$ cat config.mk
export PLATFORM = sky130hd
export DESIGN_NAME = hash_table_linear_probe
export DESIGN_NICKNAME = d
export VERILOG_FILES = /design/src/rtl/htlp_pkg.sv /design/src/rtl/htlp_ram.sv /design/src/rtl/hash_table_linear_probe.sv
export SDC_FILE = /design/constraint.sdc
export NUM_CORES = 1
export LEC_CHECK = 0
export BUFFER_PORTS_ARGS = -buffer_cell sky130_fd_sc_hd__buf_2
export CELL_PAD_IN_SITES_DETAIL_PLACEMENT = 0
export CELL_PAD_IN_SITES_GLOBAL_PLACEMENT = 1
export CORE_ASPECT_RATIO = 0.7
export CORE_UTILIZATION = 54
export DETAILED_ROUTE_END_ITERATION = 12
export PLACE_DENSITY = 0.83
export SLEW_MARGIN = 5
export SYNTH_ARGS = -nofsm -noshare
export SYNTH_HDL_FRONTEND = slang
export SYNTH_SLANG_ARGS = --single-unit
$ cat constraint.sdc
create_clock -name clk -period 4.16 [get_ports clk]
set_clock_uncertainty 0.15 [all_clocks]
set_input_delay 0.208 -clock clk [delete_from_list [all_inputs] [get_ports clk]]
set_output_delay 0.208 -clock clk [all_outputs]
set_load 0.05 [all_outputs]
$ cat src/rtl/htlp_pkg.sv
package htlp_pkg;

	localparam int TABLE_SIZE_DEF = 16;
	localparam int KEY_W          = 31;
	localparam int STATUS_W       = 2;
	localparam int SLOT_W         = 4;
	localparam int PROBE_W        = 5;

	typedef enum logic {
		OP_INSERT = 1'b0,
		OP_SEARCH = 1'b1
	} opcode_t;

	typedef enum logic [STATUS_W-1:0] {
		STAT_INSERTED  = 2'd0,
		STAT_FULL      = 2'd1,
		STAT_FOUND     = 2'd2,
		STAT_NOT_FOUND = 2'd3
	} status_t;

endpackage

$ cat src/rtl/htlp_ram.sv
module htlp_ram #(
	parameter int DEPTH  = htlp_pkg::TABLE_SIZE_DEF,
	parameter int ADDR_W = $clog2(DEPTH),
	parameter int DATA_W = htlp_pkg::KEY_W
) (
	input  logic              clk,
	input  logic              we,
	input  logic [ADDR_W-1:0] waddr,
	input  logic [DATA_W-1:0] wdata,
	input  logic              re,
	input  logic [ADDR_W-1:0] raddr,
	output logic [DATA_W-1:0] rdata
);

	logic [DATA_W-1:0] mem_q [DEPTH];
	logic [DATA_W-1:0] rdata_q;

	always_ff @(posedge clk) begin
		if (we) begin
			mem_q[waddr] <= wdata;
		end
	end

	// read data holds while re is low
	always_ff @(posedge clk) begin
		if (re) begin
			rdata_q <= mem_q[raddr];
		end
	end

	assign rdata = rdata_q;

endmodule

$ cat src/rtl/hash_table_linear_probe.sv
// Linear-probing hash table, one probe per cycle through a single RAM read port.
// probe_count reports the probes made (1..TABLE_SIZE); a non power-of-two TABLE_SIZE first
// reduces the key modulo the size by reciprocal multiply: low half, high half, subtract.
// A new item is taken only once the current one has finished probing; the next
// beat may be taken while a result waits at the output register.
// Reset: a clearing pass writes every slot empty, with in_ready low.
module hash_table_linear_probe #(
	parameter int TABLE_SIZE = htlp_pkg::TABLE_SIZE_DEF
) (
	input  logic                          clk,
	input  logic                          arst_n,
	input  logic                          in_valid,
	output logic                          in_ready,
	input  logic                          opcode,
	input  logic [htlp_pkg::KEY_W-1:0]    key,
	output logic                          out_valid,
	input  logic                          out_ready,
	output logic [htlp_pkg::STATUS_W-1:0] status,
	output logic [htlp_pkg::SLOT_W-1:0]   slot,
	output logic [htlp_pkg::PROBE_W-1:0]  probe_count
);

	import htlp_pkg::*;

	localparam int IDX_W  = $clog2(TABLE_SIZE);
	localparam int CNT_W  = $clog2(TABLE_SIZE + 1);
	localparam int HALF_W = 16;
	localparam int RCP_W  = KEY_W + 2;
	localparam int MUL_W  = RCP_W + HALF_W;
	localparam int ACC_W  = KEY_W + RCP_W;
	localparam int QSH    = KEY_W + IDX_W;
	localparam bit POW2   = (TABLE_SIZE & (TABLE_SIZE - 1)) == 0;
	localparam logic [IDX_W-1:0] LAST     = IDX_W'(TABLE_SIZE - 1);
	localparam logic [CNT_W-1:0] FULL_CNT = CNT_W'(TABLE_SIZE);
	// (key * RECIP) >> QSH is the exact quotient for every key
	localparam logic [63:0] RECIP_WIDE =
		((64'd1 << QSH) + 64'(TABLE_SIZE) - 64'd1) / 64'(TABLE_SIZE);
	localparam logic [RCP_W-1:0]  RECIP   = RCP_W'(RECIP_WIDE);
	localparam logic [HALF_W-1:0] DIVISOR = HALF_W'(TABLE_SIZE);
	localparam logic [1:0] M_LO  = 2'd0;
	localparam logic [1:0] M_HI  = 2'd1;
	localparam logic [1:0] M_SUB = 2'd2;

	typedef enum logic [3:0] {
		S_CLEAR = 4'b0001,
		S_IDLE  = 4'b0010,
		S_MOD   = 4'b0100,
		S_PROBE = 4'b1000
	} state_t;

	state_t            state_q;
	logic [IDX_W-1:0]  clr_q;
	logic [CNT_W-1:0]  cnt_q;
	logic [1:0]        mstep_q;
	logic              out_valid_q;
	opcode_t           op_q;
	logic [KEY_W-1:0]  key_q;
	logic [IDX_W-1:0]  cur_q;
	logic [ACC_W-1:0]  acc_q;
	status_t           status_q;
	logic [IDX_W-1:0]  slot_q;
	logic [CNT_W-1:0]  probes_q;

	logic              accept;
	logic [ACC_W-1:0]  quo;
	logic [RCP_W-1:0]  mul_a;
	logic [HALF_W-1:0] mul_b;
	logic [MUL_W-1:0]  mul_p;
	logic [IDX_W-1:0]  rem_idx;
	logic [KEY_W-1:0]  rd_data;
	logic              hit;
	logic [CNT_W-1:0]  cnt_inc;
	logic              last_probe;
	logic              out_free;
	logic              finish;
	logic [IDX_W-1:0]  cur_next;
	logic              ram_we;
	logic [IDX_W-1:0]  ram_waddr;
	logic [KEY_W-1:0]  ram_wdata;
	logic              ram_re;
	logic [IDX_W-1:0]  ram_raddr;
	logic [31:0]       slot_ext;
	logic [31:0]       probe_ext;

	assign in_ready = (state_q == S_IDLE);
	assign accept   = in_valid && in_ready;

	// one multiplier: key halves times the reciprocal, then quotient times the size
	assign quo = acc_q >> QSH;

	always_comb begin
		mul_a = RECIP;
		mul_b = key_q[HALF_W-1:0];
		unique case (mstep_q)
			M_HI: begin
				mul_b = HALF_W'(key_q[KEY_W-1:HALF_W]);
			end
			M_SUB: begin
				mul_a = quo[RCP_W-1:0];
				mul_b = DIVISOR;
			end
			default: begin
				mul_b = key_q[HALF_W-1:0];
			end
		endcase
	end

	assign mul_p   = MUL_W'(mul_a) * MUL_W'(mul_b);
	// remainder is below TABLE_SIZE, so the low bits of key - q*size are enough
	assign rem_idx = key_q[IDX_W-1:0] - mul_p[IDX_W-1:0];

	assign hit        = (op_q == OP_SEARCH) ? (rd_data == key_q) : (rd_data == '0);
	assign cnt_inc    = cnt_q + 1'b1;
	assign last_probe = hit || (cnt_inc == FULL_CNT);
	assign out_free   = !out_valid_q || out_ready;
	assign finish     = (state_q == S_PROBE) && last_probe && out_free;
	assign cur_next   = (cur_q == LAST) ? '0 : cur_q + 1'b1;

	always_comb begin
		ram_we    = 1'b0;
		ram_waddr = cur_q;
		ram_wdata = key_q;
		ram_re    = 1'b0;
		ram_raddr = cur_next;
		unique case (state_q)
			S_CLEAR: begin
				ram_we    = 1'b1;
				ram_waddr = clr_q;
				ram_wdata = '0;
			end
			S_IDLE: begin
				if (accept && POW2) begin
					ram_re    = 1'b1;
					ram_raddr = key[IDX_W-1:0];
				end
			end
			S_MOD: begin
				if (mstep_q == M_SUB) begin
					ram_re    = 1'b1;
					ram_raddr = rem_idx;
				end
			end
			S_PROBE: begin
				// next slot is fetched while the current one is compared
				ram_re = !last_probe;
				ram_we = finish && (op_q == OP_INSERT) && hit;
			end
			default: begin
				ram_we = 1'b0;
				ram_re = 1'b0;
			end
		endcase
	end

	htlp_ram #(
		.DEPTH  (TABLE_SIZE),
		.ADDR_W (IDX_W),
		.DATA_W (KEY_W)
	) u_ram (
		.clk   (clk),
		.we    (ram_we),
		.waddr (ram_waddr),
		.wdata (ram_wdata),
		.re    (ram_re),
		.raddr (ram_raddr),
		.rdata (rd_data)
	);

	always_ff @(posedge clk or negedge arst_n) begin
		if (!arst_n) begin
			state_q     <= S_CLEAR;
			clr_q       <= '0;
			cnt_q       <= '0;
			mstep_q     <= M_LO;
			out_valid_q <= 1'b0;
		end else begin
			if (finish) begin
				out_valid_q <= 1'b1;
			end else if (out_ready) begin
				out_valid_q <= 1'b0;
			end
			unique case (state_q)
				S_CLEAR: begin
					clr_q <= clr_q + 1'b1;
					if (clr_q == LAST) begin
						state_q <= S_IDLE;
					end
				end
				S_IDLE: begin
					if (accept) begin
						cnt_q   <= '0;
						mstep_q <= M_LO;
						state_q <= POW2 ? S_PROBE : S_MOD;
					end
				end
				S_MOD: begin
					mstep_q <= mstep_q + 1'b1;
					if (mstep_q == M_SUB) begin
						state_q <= S_PROBE;
					end
				end
				S_PROBE: begin
					if (last_probe) begin
						if (out_free) begin
							state_q <= S_IDLE;
						end
					end else begin
						cnt_q <= cnt_inc;
					end
				end
				default: begin
					state_q <= S_CLEAR;
				end
			endcase
		end
	end

	always_ff @(posedge clk) begin
		if (accept) begin
			op_q  <= opcode_t'(opcode);
			key_q <= key;
			cur_q <= key[IDX_W-1:0];
		end
		if (state_q == S_MOD) begin
			if (mstep_q == M_LO) begin
				acc_q <= ACC_W'(mul_p);
			end else if (mstep_q == M_HI) begin
				acc_q <= acc_q + (ACC_W'(mul_p) << HALF_W);
			end
			if (mstep_q == M_SUB) begin
				cur_q <= rem_idx;
			end
		end
		if ((state_q == S_PROBE) && !last_probe) begin
			cur_q <= cur_next;
		end
		if (finish) begin
			if (op_q == OP_INSERT) begin
				status_q <= hit ? STAT_INSERTED : STAT_FULL;
			end else begin
				status_q <= hit ? STAT_FOUND : STAT_NOT_FOUND;
			end
			slot_q   <= hit ? cur_q : '0;
			probes_q <= cnt_inc;
		end
	end

	assign slot_ext  = 32'(slot_q);
	assign probe_ext = 32'(probes_q);

	assign out_valid   = out_valid_q;
	assign status      = status_q;
	assign slot        = slot_ext[SLOT_W-1:0];
	assign probe_count = probe_ext[PROBE_W-1:0];

endmodule

==> impl_metrics.json, run 1 <==
{
  "path_cells": "ha_1, xor2_1, nor2_1, a32oi_4, buf_4, a211oi_1, or4_1",
  "synthCells": 1371,
  "avgSynthCellArea_sq_um": 17.1,
  "internal_power_mw": 11.4,
  "final_cell_mix": "edfxtp_1, mux2i_1, a211oi_1",
  "cts.sinks": 587,
  "layout_commonest_cell": "edfxtp_1",
  "htreeDepth": 2,
  "drt-pass1-iter-count": 7,
  "power.density_mw_per_mm2": 589,
  "worstPathArrival_ps": 3620,
  "synth_edf_count": 574,
  "slew_violations": 0,
  "via_per_inst": 6.17,
  "post-route-period-util": 0.839,
  "clkTransAtPathRegs_ps": 60,
  "synth_top_flop_cell": "edfxtp_1",
  "power_switching_mw": 4.39,
  "status": "finished, final reports clean",
  "synth_area_sq_mm": 0.0234,
  "ys_ff_latch": 587,
  "critPathLaunchType": "register",
  "critical_path.slowest_cell": "or4_1",
  "rsz0062_at_grt": "no",
  "gr-total-overflow": 0,
  "clockRootBuffer": "clkbuf_16",
  "r2r-start": "cur_q[0]",
  "synth_nets": 1410,
  "irDropWorstVdd_uv": 354,
  "cts.repair.resized": 0,
  "hold_path_class": "primary input to register",
  "post_drt_wl_per_cell_um": 26.1,
  "hold-path-endpoint": "key_q[10]",
  "setup_viol": 0,
  "num_io_pins": 49,
  "clock_latency_ps": 580,
  "post-route-util": 0.629,
  "whs_ps": 195,
  "grt_max_degree": 111,
  "cp-end-kind": "register",
  "fin_crit_ps": 3490,
  "dpl.hpwl_um": 29600,
  "critPathBufInv": 1,
  "required_ps": 4290,
  "r2r_end": "u_ram.rdata[6]",
  "antenna_found_initial": 0,
  "reg2reg_slack_ps": 670,
  "path_class": "register to register",
  "power_mw": 15.8,
  "p_leak_nw": 9.17,
  "die-area_sq_mm": 0.0443,
  "diodes": 0,
  "crit_family": "simple AND/OR/NAND/NOR gates",
  "layout-drive-gt1-share": 0.151,
  "holdPathStages": 2,
  "globalplace.congestion": 0.830,
  "drt-total-wl_um": 54100,
  "setup-tns-final_ps": 0,
  "area_growth_syn_to_layout_pct": 14.3,
  "hold_viol": 0,
  "p_seq_frac": 0.531,
  "synth_seq_area_share": 0.749,
  "reg2reg_depth": 7,
  "ys_types": 47,
  "ys_async_sr_fraction": 0.0221,
  "die_h_um": 176,
  "pwr-share-comb": 0.178,
  "grt_pass1_wl_um": 79300,
  "cap_violations": 0,
  "hp-start": "key[10]",
  "port_buffers": 48,
  "drtIter0Drc": 1317,
  "vias": 12800,
  "grt_pass1_vias": 12500,
  "rows": 63,
  "nets": 1523,
  "max_stage_delay_ps": 610,
  "cts_tree": "yes",
  "fp.coreArea_sq_mm": 0.0426,
  "worstMarginPinSlew_ps": 1120,
  "clk_path_buf_depth": 3,
  "max-slew-margin-rel": 0.250,
  "initial_core_util": 0.551,
  "path_max_fanout": 31,
  "antenna_left": 0,
  "cts_buffers": 53,
  "clock_power_share": 0.291,
  "drc": 0,
  "yosys_warnings": 0,
  "die_width_um": 251,
  "swShare": 0.278,
  "grtUsageTotal": 0.246,
  "fmax_ghz": 0.287
}
## through the flow
stage	area, sq um	std cells	setup WS, ps
2_1_floorplan	23400	1371	608
3_3_place_gp	24800	1944	785
3_5_place_dp	24800	1944	762
4_1_cts	26800	2078	749
5_1_grt	26800	2078	641
6_report	26800	2078	670
## final cells by class
type	instances	area, sq um
repair buffers	134	1250
well taps	552	691
clock buffers	61	1360
flip-flops and latches	587	17600
clock inverters	36	256
inverters	8	32.5
fillers	2966	15800
multi-input cells	700	5640
## power by group through the flow
stage          registers, mW  logic (mW)  clock network (mW)
6_report                8.38        2.81                4.60
5_1_grt                 8.45        2.99                4.86
3_5_place_dp            8.49        2.76                   0
2_1_floorplan           8.44        1.48                   0
4_1_cts                 8.37        2.80                4.66
3_3_place_gp            8.45        2.69                   0
## worst register-to-register path, cell delays in order, from the launching register on
cell      delay [ps]
edfxtp_1         540
ha_1             360
xor2_1           520
nor2_1           150
a32oi_4          180
buf_4            520
a211oi_1         190
or4_1            610
## cell usage after synthesis, drive strengths merged, types with 9 or more instances
master | instances | area [sq um]
a21oi | 9 | 45.0
o22ai | 60 | 375
dfrtp | 12 | 300
nor2 | 33 | 124
and2 | 35 | 219
nand2 | 18 | 67.6
xnor2 | 36 | 315
nor4 | 10 | 62.6
a211oi | 124 | 1050
clkbuf | 32 | 120
nor2b | 69 | 432
or4 | 30 | 225
edfxtp | 574 | 17200
nor3 | 9 | 45.0
nand4 | 11 | 68.8
mux2i | 191 | 1920
buf | 44 | 278
## sequential cells by signal, indices dropped and copies added (netlist names), 2 cells and up
register,flops
cnt_q,5
status,2
u_ram.rdata,31
probe_count,5
slot,4
cur_q,4
state_q,3
u_ram.mem_q,496
clr_q,4
key_q,31
## per-layer routing
layer,global-route usage,routed length (um)
met1,0.362,23500
met2,0.386,24900
met3,0.0364,4370
met4,0.0706,1340
met5,0,0
## cell families (layout without fill, tap and decap cells)
kind of cell,after synthesis,after routing,synth area share
AO/OA/AOI/OAI,218,218,0.0700
XOR/XNOR,38,38,0.0142
adder cells (fa/ha/maj),3,3,0.00160
buffers and inverters,84,239,0.0184
flip-flops,587,587,0.749
multiplexers,197,197,0.0849
AND/OR/NAND/NOR,244,244,0.0619
## worst max path at each step
stage	start	endpoint	slack, ps	depth (start not counted)
final	cur_q[0]	u_ram.rdata[6]	670	7
after CTS	state_q[0]	u_ram.rdata[6]	750	8
after global placement	state_q[0]	u_ram.rdata[6]	790	8
after global routing	cur_q[0]	u_ram.rdata[6]	640	7
after detailed placement	state_q[0]	u_ram.rdata[6]	760	8
after floorplan	out_valid	u_ram.mem_q[9][0]	610	6
## what timing repair did
item                      4_1_cts  5_1_grt
buffers inserted                0        0
hold endpoints to repair       63        0
hold buffers                   37        0
Note: power is estimated with default switching activity, not from simulation.
==> run 2, diff against run 1 <==
CORE_UTILIZATION = 49   (was 54)
PLACE_DENSITY = 0.8   (was 0.83)
clock period = 3.1 ns   (was 4.16 ns; I/O delays follow)
==> impl_metrics.json, run 2 (synthesized netlist as in run 1, its figures left out) <==
{
  "clock_latency_ps": 580,
  "worstPathArrival_ps": 3210,
  "layout_commonest_cell": "edfxtp_1",
  "drc": 0,
  "reg2reg_slack_ps": 10,
  "n_fill_cell": 3391,
  "rows": 66,
  "cts.sinks": 587,
  "grt_pass1_wl_um": 84900,
  "die_h_um": 185,
  "clockRootBuffer": "clkbuf_16",
  "power.density_mw_per_mm2": 795,
  "worstMarginPinSlew_ps": 1050,
  "via_per_inst": 6.06,
  "path_class": "register to register",
  "place_area_sq_mm": 0.0256,
  "finalInstanceArea_sq_mm": 0.0278,
  "die_width_um": 263,
  "num_io_pins": 49,
  "antenna_left": 0,
  "globalplace.congestion": 0.869,
  "antenna_found_initial": 3,
  "fp.coreArea_sq_mm": 0.0468,
  "path_max_fanout": 15,
  "required_ps": 3220,
  "reg2reg_depth": 10,
  "clk_path_buf_depth": 3,
  "cp-end-kind": "register",
  "port_buffers": 48,
  "fin_crit_ps": 3090,
  "largest_reg_flops": 496,
  "hold_viol": 0,
  "vias": 13300,
  "layout-drive-gt1-share": 0.186,
  "post-route-util": 0.594,
  "diodes": 0,
  "nets": 1574,
  "drtIter0Drc": 1512,
  "drt-total-wl_um": 58900,
  "max-slew-margin-rel": 0.294,
  "htreeDepth": 2,
  "irDropWorstVdd_uv": 490,
  "hp-start": "key[24]",
  "rsz0062_at_grt": "yes",
  "grtUsageTotal": 0.239,
  "hold_path_class": "primary input to register",
  "r2r-start": "op_q",
  "largest_register": "u_ram.mem_q",
  "grt_pass1_vias": 12700,
  "slew_violations": 0,
  "fmax_ghz": 0.324,
  "die-area_sq_mm": 0.0487,
  "clkTransAtPathRegs_ps": 70,
  "holdPathStages": 2,
  "cap_violations": 0,
  "p_leak_nw": 9.62,
  "cts_buffers": 52,
  "final_cell_mix": "edfxtp_1, mux2i_1, a211oi_1",
  "status": "finished, final reports clean",
  "critPathLaunchType": "register",
  "dpl.hpwl_um": 34800,
  "area_growth_syn_to_layout_pct": 18.7,
  "post-route-period-util": 0.996,
  "setup_viol": 0,
  "r2r_end": "u_ram.mem_q[4][2]",
  "grt_max_degree": 53,
  "hold-path-endpoint": "key_q[24]",
  "gr-total-overflow": 0,
  "cts_tree": "yes",
  "post_drt_wl_per_cell_um": 26.9,
  "drt-pass1-iter-count": 5,
  "initial_core_util": 0.501
}
[run 2: cell types whose count changed in the layout (fill, tap and decap cells not counted), sizes merged]
cell and change:
clkinv -8, bufinv +5, clkbuf +3, buf +49
[run 2: timing repair]
action,4_1_cts,5_1_grt
hold endpoints to repair,54,0
setup endpoints to repair,15,21
setup buffers,1,0
hold buffers,37,0
gates resized for setup,2,20
cloned,0,3
[run 2: report_power, final]
group	internal, mW	switching (mW)
registers	10.9	0.382
logic	1.34	2.96
clock network	3.79	2.81
[run 2: per-stage QoR]
stage | worst slack (ps) | std cells | power, mW | TNS (ps) | hold WS, ps
2_1_floorplan | -452 | 1371 | 13.3 | -189450 | -291
3_3_place_gp | -201 | 2052 | 15.4 | -1270 | -78.2
3_5_place_dp | -210 | 2052 | 15.5 | -1460 | -70.0
4_1_cts | 9.31 | 2184 | 22.1 | 0 | 119
5_1_grt | -5.45 | 2187 | 22.8 | -5.52 | 139
6_report | 11.7 | 2187 | 22.1 | 0 | 148
[run 2: area by class of cell]
| type | instances | area [sq um] | share of cell area |
|---|---|---|---|
| repair buffers | 186 | 2070 | 0.0742 |
| flip-flops and latches | 587 | 17600 | 0.631 |
| clock inverters | 33 | 369 | 0.0133 |
| well taps | 612 | 766 | 0.0275 |
| clock buffers | 61 | 1360 | 0.0487 |
| multi-input cells | 700 | 5680 | 0.204 |
| inverters | 8 | 35.0 | 0.00126 |
[run 2: metal layers]
| layer | up-vias | wire length [um] | global-route usage |
|---|---|---|---|
| met4 | 0 | 1360 | 0.0608 |
| met3 | 104 | 4860 | 0.0355 |
| met2 | 607 | 26500 | 0.367 |
| met1 | 6748 | 26100 | 0.359 |
| li1 | 5802 | - | - |
| met5 | - | 0 | 0 |
[run 2: worst max-delay path: stages (launching register included)]
cell,delay [ps]
edfxtp_1,420
nor4_1,470
buf_4,190
nand4_1,110
buf_4,160
o31a_1,270
nor2_1,220
o21ai_0,130
buf_4,190
nor2_4,230
buf_12,220
[run 2: how the worst max path moves through the flow]
stage | depth (start not counted) | startpoint | end | slack (ps)
detailed placement | 9 | state_q[1] | u_ram.rdata[4] | -210
finish | 10 | op_q | u_ram.mem_q[4][2] | 10
global placement | 9 | state_q[1] | u_ram.rdata[0] | -200
floorplan | 6 | out_valid | u_ram.mem_q[9][0] | -450
CTS | 9 | state_q[3] | u_ram.rdata[4] | 9
global route | 7 | state_q[0] | u_ram.rdata[1] | -5
==> run 3, diff against run 2 <==
PLACE_DENSITY = default   (was 0.8)
PLACE_DENSITY_LB_ADDON = 0.1   (was default)
clock period = 2.7 ns   (was 3.1 ns; I/O delays follow)
==> impl_metrics.json, run 3 (synthesized netlist as in run 1, its figures left out) <==
{
  "area_growth_syn_to_layout_pct": 30.1,
  "largest_register": "u_ram.mem_q",
  "htreeDepth": 2,
  "post_drt_wl_per_cell_um": 29.0,
  "antenna_left": 0,
  "drtIter0Drc": 1729,
  "cap_violations": 0,
  "dp_worst_setup_slack_ps": -412,
  "critical_path.slowest_cell": "edfxtp_1",
  "path_max_fanout": 5,
  "die_h_um": 185,
  "fin_crit_ps": 3000,
  "cts.sinks": 587,
  "cts_buffers": 55,
  "place_inst": 2138,
  "hold_viol": 0,
  "worstPathArrival_ps": 3160,
  "reg2reg_slack_ps": -300,
  "clock_latency_ps": 600,
  "max_stage_delay_ps": 430,
  "critPathLaunchType": "register",
  "status": "finished, violations left",
  "layout-drive-gt1-share": 0.285,
  "critical_path_depth": 11,
  "final_cells": 2360,
  "die_width_um": 263,
  "grt_pass1_wl_um": 91400,
  "fp.coreArea_sq_mm": 0.0468,
  "largest_reg_flops": 496,
  "place_area_sq_mm": 0.0264,
  "path_class": "register to register",
  "rsz0062_at_grt": "yes",
  "setup-tns-final_ps": -120590,
  "diodes": 0,
  "grtUsageTotal": 0.262,
  "path_cells": "nor4_4, buf_4, nand4_1, buf_4, o31a_1, nor2_4, o21ai_2, buf_6, nor2_4, buf_12, clkbuf_16",
  "slew_violations": 0,
  "worstMarginPinSlew_ps": 937,
  "clkTransAtPathRegs_ps": 60,
  "setup_viol": 577,
  "violations": "negative setup slack",
  "antenna_found_initial": 0,
  "r2r_end": "u_ram.mem_q[0][14]",
  "r2r-start": "u_ram.rdata[23]",
  "die-area_sq_mm": 0.0487,
  "power.density_mw_per_mm2": 892,
  "setup_slack_ps": -305,
  "reg2reg_depth": 11,
  "clockRootBuffer": "clkbuf_16",
  "grt_max_degree": 29,
  "cp-end-kind": "register",
  "drt-total-wl_um": 68500,
  "finalInstanceArea_sq_mm": 0.0305,
  "p_leak_nw": 10.9,
  "rows": 66,
  "clk_path_buf_depth": 3,
  "nets": 1743,
  "grt_pass1_vias": 13300,
  "irDropWorstVdd_uv": 535,
  "port_buffers": 48,
  "crit_family": "simple AND/OR/NAND/NOR gates",
  "drc": 0,
  "globalplace.congestion": 0.834,
  "post-route-period-util": 1.11,
  "hold_path_class": "primary input to register",
  "cts_tree": "yes",
  "fmax_ghz": 0.333,
  "via_per_inst": 5.97,
  "layout_commonest_cell": "edfxtp_1",
  "cp-endpoint": "u_ram.mem_q[0][14]",
  "vias": 14100,
  "gr-total-overflow": 0,
  "crit_start": "u_ram.rdata[23]",
  "final_cell_mix": "edfxtp_1, mux2i_1, buf_4",
  "initial_core_util": 0.501,
  "post-route-util": 0.651,
  "dpl.hpwl_um": 37300,
  "required_ps": 2850,
  "n_fill_cell": 3236,
  "critPathBufInv": 5,
  "num_io_pins": 49,
  "drt-pass1-iter-count": 5,
  "max-slew-margin-rel": 0.373
}
## run 3: cell count changes in the layout (fill, tap and decap cells not counted), moves of 8 or more
| cell | before | now |
|---|---|---|
| buf_4 | 46 | 114 |
| buf_12 | 42 | 70 |
| buf_16 | 5 | 13 |
| mux2i_1 | 188 | 180 |
| buf_6 | 5 | 33 |
| clkbuf_16 | 56 | 86 |
## run 3: metrics by stage
step	power, mW	hold WS (ps)
finish	27.2	97.2
detailed placement	18.1	-108
global route	28.0	92.7
global placement	17.9	-96.7
floorplan	15.4	-311
CTS	26.2	71.7
## run 3: routing by layer
layer  GRT usage  share of wire
met1       0.386           0.45
met2       0.407           0.45
met5           0              0
met4      0.0641          0.025
met3      0.0443          0.078
## run 3: worst register-to-register path, cell delays in order, from the launching register on
cell	delay, ps
edfxtp_1	430
nor4_4	360
buf_4	160
nand4_1	140
buf_4	210
o31a_1	310
nor2_4	190
o21ai_2	90
buf_6	160
nor2_4	190
buf_12	170
clkbuf_16	160
## run 3: power by group
part	switching (mW)	total [mW]	internal [mW]
Clock	3.40	7.57	4.17
Sequential	0.469	12.9	12.5
Combinational	4.01	6.70	2.69
Total	7.88	27.2	19.3
## run 3: worst min path at each step
stage	cells after the start	slack [ps]	start	to
global placement	1	-100	arst_n	state_q[1]
CTS	2	70	key[9]	key_q[9]
finish	2	100	key[9]	key_q[9]
global route	2	90	key[26]	key_q[26]
floorplan	0	-310	arst_n	clr_q[0]
detailed placement	1	-110	arst_n	state_q[3]
## run 3: cell type report
cell class / instances / area (sq um) / area share
inverter: 8 / 37.5 / 0.00123
clock buffer: 67 / 1430 / 0.0469
timing repair buffer: 352 / 4480 / 0.147
sequential: 587 / 17600 / 0.576
multi-input combinational: 700 / 5920 / 0.194
clock inverter: 34 / 294 / 0.00964
tap: 612 / 766 / 0.0251
## run 3: repair_timing
item,in CTS,in global routing
gates resized for setup,58,88
endpoints found under the hold margin,52,0
endpoints found under the setup margin,580,577
buffers inserted,21,28
gates cloned,10,34
hold buffers,37,0
pin swaps,5,25
